**config.mk**
```make
export PLATFORM = sky130hd
export DESIGN_NAME = cbpe_div
export DESIGN_NICKNAME = d
export VERILOG_FILES = /design/src/rtl/cbpe_pkg.sv /design/src/rtl/cbpe_div.sv
export SDC_FILE = /design/constraint.sdc
export NUM_CORES = 1
export LEC_CHECK = 0
export ABC_CLOCK_PERIOD_IN_PS = 16800
export BUFFER_PORTS_ARGS = -buffer_cell sky130_fd_sc_hd__clkbuf_2
export CORE_AREA = 2 2 214 216
export DETAILED_ROUTE_END_ITERATION = 8
export DIE_AREA = 0 0 216 218
export PLACE_DENSITY = 0.72
export SLEW_MARGIN = 20
export SYNTH_ARGS = -nofsm -noshare
export SYNTH_HDL_FRONTEND = slang
export SYNTH_SLANG_ARGS = --single-unit
export TNS_END_PERCENT = 20
```
**constraint.sdc**
```tcl
create_clock -name clk_i -period 16.8 [get_ports clk_i]
set_clock_uncertainty 0.05 [all_clocks]
set_input_delay 2.52 -clock clk_i [delete_from_list [all_inputs] [get_ports clk_i]]
set_output_delay 2.52 -clock clk_i [all_outputs]
set_load 0.05 [all_outputs]
```
**src/rtl/cbpe_pkg.sv**
```systemverilog
// Shared types and constants for the cubic Bezier point evaluator.
// No dependencies; used by cbpe_div and cubic_bezier_point_eval_top.
package cbpe_pkg;

  localparam int unsigned VTX_W     = 16;  // vertex index and count fields
  localparam int unsigned COORD_W   = 24;  // signed Q15.8 coordinates
  localparam int unsigned NUM_REGS  = 8;
  localparam int unsigned CFG_IDX_W = 3;

  localparam int unsigned INDEX_BITS_DEF  = 16;
  localparam int unsigned T_FRAC_BITS_DEF = 16;

  // Quotient bits resolved by each stage of the pipelined divider.
  localparam int unsigned DIV_STEPS = 4;

  localparam int COORD_MAX = 8388607;
  localparam int COORD_MIN = -8388608;

  // Register map.
  localparam logic [CFG_IDX_W-1:0] REG_START_X      = 3'd0;
  localparam logic [CFG_IDX_W-1:0] REG_START_Y      = 3'd1;
  localparam logic [CFG_IDX_W-1:0] REG_START_CTRL_X = 3'd2;
  localparam logic [CFG_IDX_W-1:0] REG_START_CTRL_Y = 3'd3;
  localparam logic [CFG_IDX_W-1:0] REG_DEST_CTRL_X  = 3'd4;
  localparam logic [CFG_IDX_W-1:0] REG_DEST_CTRL_Y  = 3'd5;
  localparam logic [CFG_IDX_W-1:0] REG_DEST_X       = 3'd6;
  localparam logic [CFG_IDX_W-1:0] REG_DEST_Y       = 3'd7;

  // Control points in curve order, one table per axis.
  localparam logic [CFG_IDX_W-1:0] REG_X_OF [4] =
    '{REG_START_X, REG_START_CTRL_X, REG_DEST_CTRL_X, REG_DEST_X};
  localparam logic [CFG_IDX_W-1:0] REG_Y_OF [4] =
    '{REG_START_Y, REG_START_CTRL_Y, REG_DEST_CTRL_Y, REG_DEST_Y};

  // How the curve parameter is obtained for a request.
  typedef enum logic [1:0] {
    SEL_DIV,   // t is the divider quotient
    SEL_ZERO,  // fewer than two samples
    SEL_ONE    // index at or beyond the last sample
  } t_sel_e;

  // Side information that travels through the divider with each request.
  typedef struct packed {
    t_sel_e            sel;
    logic [VTX_W-1:0]  idx;
  } div_tag_t;

endpackage

```
**src/rtl/cbpe_div.sv**
```systemverilog
// Pipelined restoring divider producing the curve parameter quotient.
// Depends on cbpe_pkg for DIV_STEPS and the side-information struct.
module cbpe_div #(
  parameter int unsigned IW = cbpe_pkg::INDEX_BITS_DEF,
  parameter int unsigned QW = cbpe_pkg::T_FRAC_BITS_DEF + 1
) (
  input  logic               clk_i,
  input  logic               rst_ni,
  input  logic               in_valid_i,
  output logic               in_ready_o,
  input  logic [IW+QW-1:0]   dividend_i,
  input  logic [IW-1:0]      divisor_i,
  input  cbpe_pkg::div_tag_t tag_i,
  output logic               out_valid_o,
  input  logic               out_ready_i,
  output logic [QW-1:0]      quot_o,
  output cbpe_pkg::div_tag_t tag_o
);
  import cbpe_pkg::*;

  localparam int unsigned NS = (QW + DIV_STEPS - 1) / DIV_STEPS;

  logic           valid_q [NS];
  logic           en      [NS];
  logic [IW-1:0]  rem_q   [NS];
  logic [QW-1:0]  dq_q    [NS];
  logic [IW-1:0]  dsr_q   [NS];
  div_tag_t       tag_q   [NS];

  // A stage advances when it is empty or its successor advances.
  always_comb begin
    en[NS-1] = !valid_q[NS-1] || out_ready_i;
    for (int s = int'(NS) - 2; s >= 0; s--) begin
      en[s] = !valid_q[s] || en[s+1];
    end
  end

  assign in_ready_o  = en[0];
  assign out_valid_o = valid_q[NS-1];
  assign quot_o      = dq_q[NS-1];
  assign tag_o       = tag_q[NS-1];

  for (genvar s = 0; s < NS; s++) begin : g_stage
    logic          v_in;
    logic [IW-1:0] rem_in;
    logic [QW-1:0] dq_in;
    logic [IW-1:0] dsr_in;
    div_tag_t      tag_in;
    logic [IW-1:0] rem_out;
    logic [QW-1:0] dq_out;

    if (s == 0) begin : g_first
      assign v_in   = in_valid_i;
      assign rem_in = dividend_i[IW+QW-1:QW];
      assign dq_in  = dividend_i[QW-1:0];
      assign dsr_in = divisor_i;
      assign tag_in = tag_i;
    end else begin : g_next
      assign v_in   = valid_q[s-1];
      assign rem_in = rem_q[s-1];
      assign dq_in  = dq_q[s-1];
      assign dsr_in = dsr_q[s-1];
      assign tag_in = tag_q[s-1];
    end

    // The low register shifts dividend bits out at the top and quotient
    // bits in at the bottom, so it ends up holding the quotient.
    always_comb begin
      logic [IW:0] trial;
      logic        qbit;
      rem_out = rem_in;
      dq_out  = dq_in;
      for (int k = 0; k < int'(DIV_STEPS); k++) begin
        if (s * int'(DIV_STEPS) + k < int'(QW)) begin
          trial = {rem_out, dq_out[QW-1]};
          qbit  = (trial >= {1'b0, dsr_in});
          if (qbit) begin
            rem_out = IW'(trial - {1'b0, dsr_in});
          end else begin
            rem_out = trial[IW-1:0];
          end
          dq_out = {dq_out[QW-2:0], qbit};
        end
      end
    end

    always_ff @(posedge clk_i or negedge rst_ni) begin
      if (!rst_ni) begin
        valid_q[s] <= 1'b0;
      end else if (en[s]) begin
        valid_q[s] <= v_in;
      end
    end

    always_ff @(posedge clk_i) begin
      if (en[s]) begin
        rem_q[s] <= rem_out;
        dq_q[s]  <= dq_out;
        dsr_q[s] <= dsr_in;
        tag_q[s] <= tag_in;
      end
    end
  end

endmodule

```
==> reports/results.txt <==
Boundary pin count: 108
Hold buffers post-CTS: 0
Hold Path Stages: 0
Clock-pin slew on the worst setup and hold paths: 0.06 ns
Startpoint types: primary input
Full die area: 0.0471 mm²
Initial antenna violation count: 0
Die Ht: 218 µm
Most common cell after layout, fill and taps aside: edfxtp_1
Worst setup EP type: flip-flop
Vias in the first global route: 17980
Largest net degree at the start of global routing: 69
Num rows: 78
Max-Cap Viols: 0
Overflow after GRT: 0
Main synth FF type: edfxtp_1
DRT Wirelength: 59400 µm
Mapped cell area: 0.0243 mm²
Sequential area share after synthesis: 37.9%
Antenna viol nets, final: 0
HPWL after DPL: 46400 µm
Clock tree buffer depth: 3
Setup TNS: 0 ns
CP most frequent cell: ha_1
GRT Util Overall: 25.0%
# resized after CTS: 0
Initial Utilization: 54.1%
Slowest stage delay, CP: 0.65 ns
CP required: 17.02 ns
Status: finished, final reports clean
WL/cell: 19.2 µm
Root buffer cell: clkbuf_16
Layout cell share with drive strength beyond 1: 13.1%
Nets: 2829
Worst-margin pin slew: 1.05 ns
Hold WC Path Type: reg2reg
F_max: 0.0675 GHz
Crit Path Max Fanout: 24
RSZ-0062 raised after global routing: false
Final hold violations: 0
Fillers: 3734
Net Count, Synth: 2727
Final min period: 14.81 ns
CTS Buf Count: 35
DIE WIDTH: 216 µm
Vias per cell: 5.95
Syn_area_per_cell: 10.3 µm²
Max-slew violation count: 0
Port Buf Inserts: 107
Final GP Congestion: 0.965
Netlist cell types: 89
Slowest CP cell: o31ai_4
TritonRoute pass-1 iters: 5
Initial DRC Count: 1312
Core Region: 0.0449 mm²
WP data arrival: 15.03 ns
Mapped Cells: 2368
Count of final setup violators: 0
Slew HR: 29.9%
Clock Latency Late Sink: 0.56 ns
H-tree Lvls: 2
Synthesized flop and latch total: 308
CTS tree: yes
Clock Sinks: 308
Critical path class: in2reg
Worst Reg-to-Reg Cells: 43
DRC Markers: 0
Area delta synth->final: 9.12%
Via Count: 18411
Post-CTS Setup Inserts: 0
First-pass GRT wire length: 94100 µm
Synthesis Warnings: 0
Ant. Diodes: 0
Number of flops mapped to enable cells by yosys: 303
Final Cycle Share: 88.1%
Asr flop ratio synth: 1.62%
Commonest cells after routing, fill and taps aside: edfxtp_1, ha_1, a21oi_1
cells by family (layout without fill, tap and decap cells):
logic type	Yosys count	after routing	synth area share, %
compound gates	646	646	17.6
simple gates	540	540	10.9
flops	308	308	37.9
fa+ha+maj	288	288	15.3
buf+inv	242	370	4.23
xor+xnor	194	194	6.99
mux	150	150	7.09
path summary, 6_finish.rpt:
check	startpoint	to	slack (ns)
worst max-delay path	divisor_i[1]	rem_q[0][11]$_DFFE_PP_	1.99
worst min-delay path	tag_q[0][8]$_DFFE_PP_	tag_q[0][26]$_DFFE_PP_	0.35
worst max register to register	dsr_q[0][17]$_DFFE_PP_	rem_q[0][35]$_DFFE_PP_	4.54
worst min register to register	tag_q[0][8]$_DFFE_PP_	tag_q[0][26]$_DFFE_PP_	0.35
max in group asynchronous	rst_ni	out_valid_o$_DFFE_PN0P_	14.83
min in group asynchronous	rst_ni	g_stage[1].v_in$_DFFE_PN0P_	1.73
flip-flops by register name, summed over array words and instances, names as in the netlist:
signal / cells
tag_q: 90
dq_q: 85
dsr_q: 64
rem_q: 64
g_stage.v_in: 4
out_valid_o: 1
cell type report:
type | instances | area [µm²] | share of cell area [%]
Multi-Input combinational cell | 1818 | 14100 | 53.2
Sequential cell | 308 | 9220 | 34.8
Clock buffer | 40 | 895 | 3.37
Tap cell | 600 | 751 | 2.83
Inverter | 189 | 712 | 2.68
Timing Repair Buffer | 118 | 626 | 2.36
Clock inverter | 23 | 213 | 0.802
routing by layer:
| layer | up-vias | wire [µm] | global-route usage [%] |
|---|---|---|---|
| li1 | 9031 | - | - |
| met1 | 8711 | 26300 | 32.3 |
| met2 | 542 | 28500 | 43.5 |
| met3 | 127 | 2760 | 3.11 |
| met4 | 0 | 1840 | 8.38 |
| met5 | - | 0 | 0 |
stage by stage:
step	std cells	hold slack, ns	area, µm²	worst slack [ns]	utilization, %
2_1_floorplan	2368	0.350	24300	3.97	-
5_1_grt	3096	0.344	26500	1.06	59.1
3_5_place_dp	3031	0.355	25400	1.48	56.6
3_3_place_gp	3031	0.350	25400	2.01	56.6
4_1_cts	3094	0.332	26500	1.97	59.0
6_report	3096	0.345	26500	1.99	59.1
cells in the mapped netlist (10+ instances only):
master | n | share of area, %
buf_4 | 18 | 0.56
o21a_1 | 35 | 1.1
o31ai_1 | 15 | 0.46
o31a_1 | 13 | 0.47
or2_2 | 17 | 0.44
o21bai_1 | 26 | 0.80
a21o_1 | 86 | 2.7
mux2_2 | 97 | 4.5
a211oi_1 | 22 | 0.68
nand3_1 | 41 | 0.84
clkbuf_1 | 18 | 0.28
nand4_1 | 48 | 1.2
mux2_4 | 17 | 1.1
mux2_1 | 12 | 0.56
edfxtp_1 | 303 | 37
nor2_1 | 157 | 2.4
mux2i_1 | 24 | 0.99
fa_1 | 16 | 1.3
nand2b_1 | 26 | 0.67
a31oi_1 | 16 | 0.41
xnor2_1 | 120 | 4.3
nand2_1 | 121 | 1.9
o21ai_0 | 109 | 2.2
nor2b_1 | 38 | 0.98
xor2_1 | 74 | 2.7
a21oi_1 | 206 | 4.2
a211o_1 | 12 | 0.43
and3_1 | 10 | 0.26
inv_1 | 187 | 2.9
ha_1 | 272 | 14
nor3_1 | 37 | 0.76
critical path: cells and delay by family:
kind,cells,cell delay (ns)
adder cells (fa/ha/maj),4,1.31
AO/OA/AOI/OAI,26,7.44
buffers and inverters,6,1.45
AND/OR/NAND/NOR,10,2.29
Power is left out: the tool's default activity adds up to more than one toggle a clock period on the data nets, which glitch-free logic cannot reach.
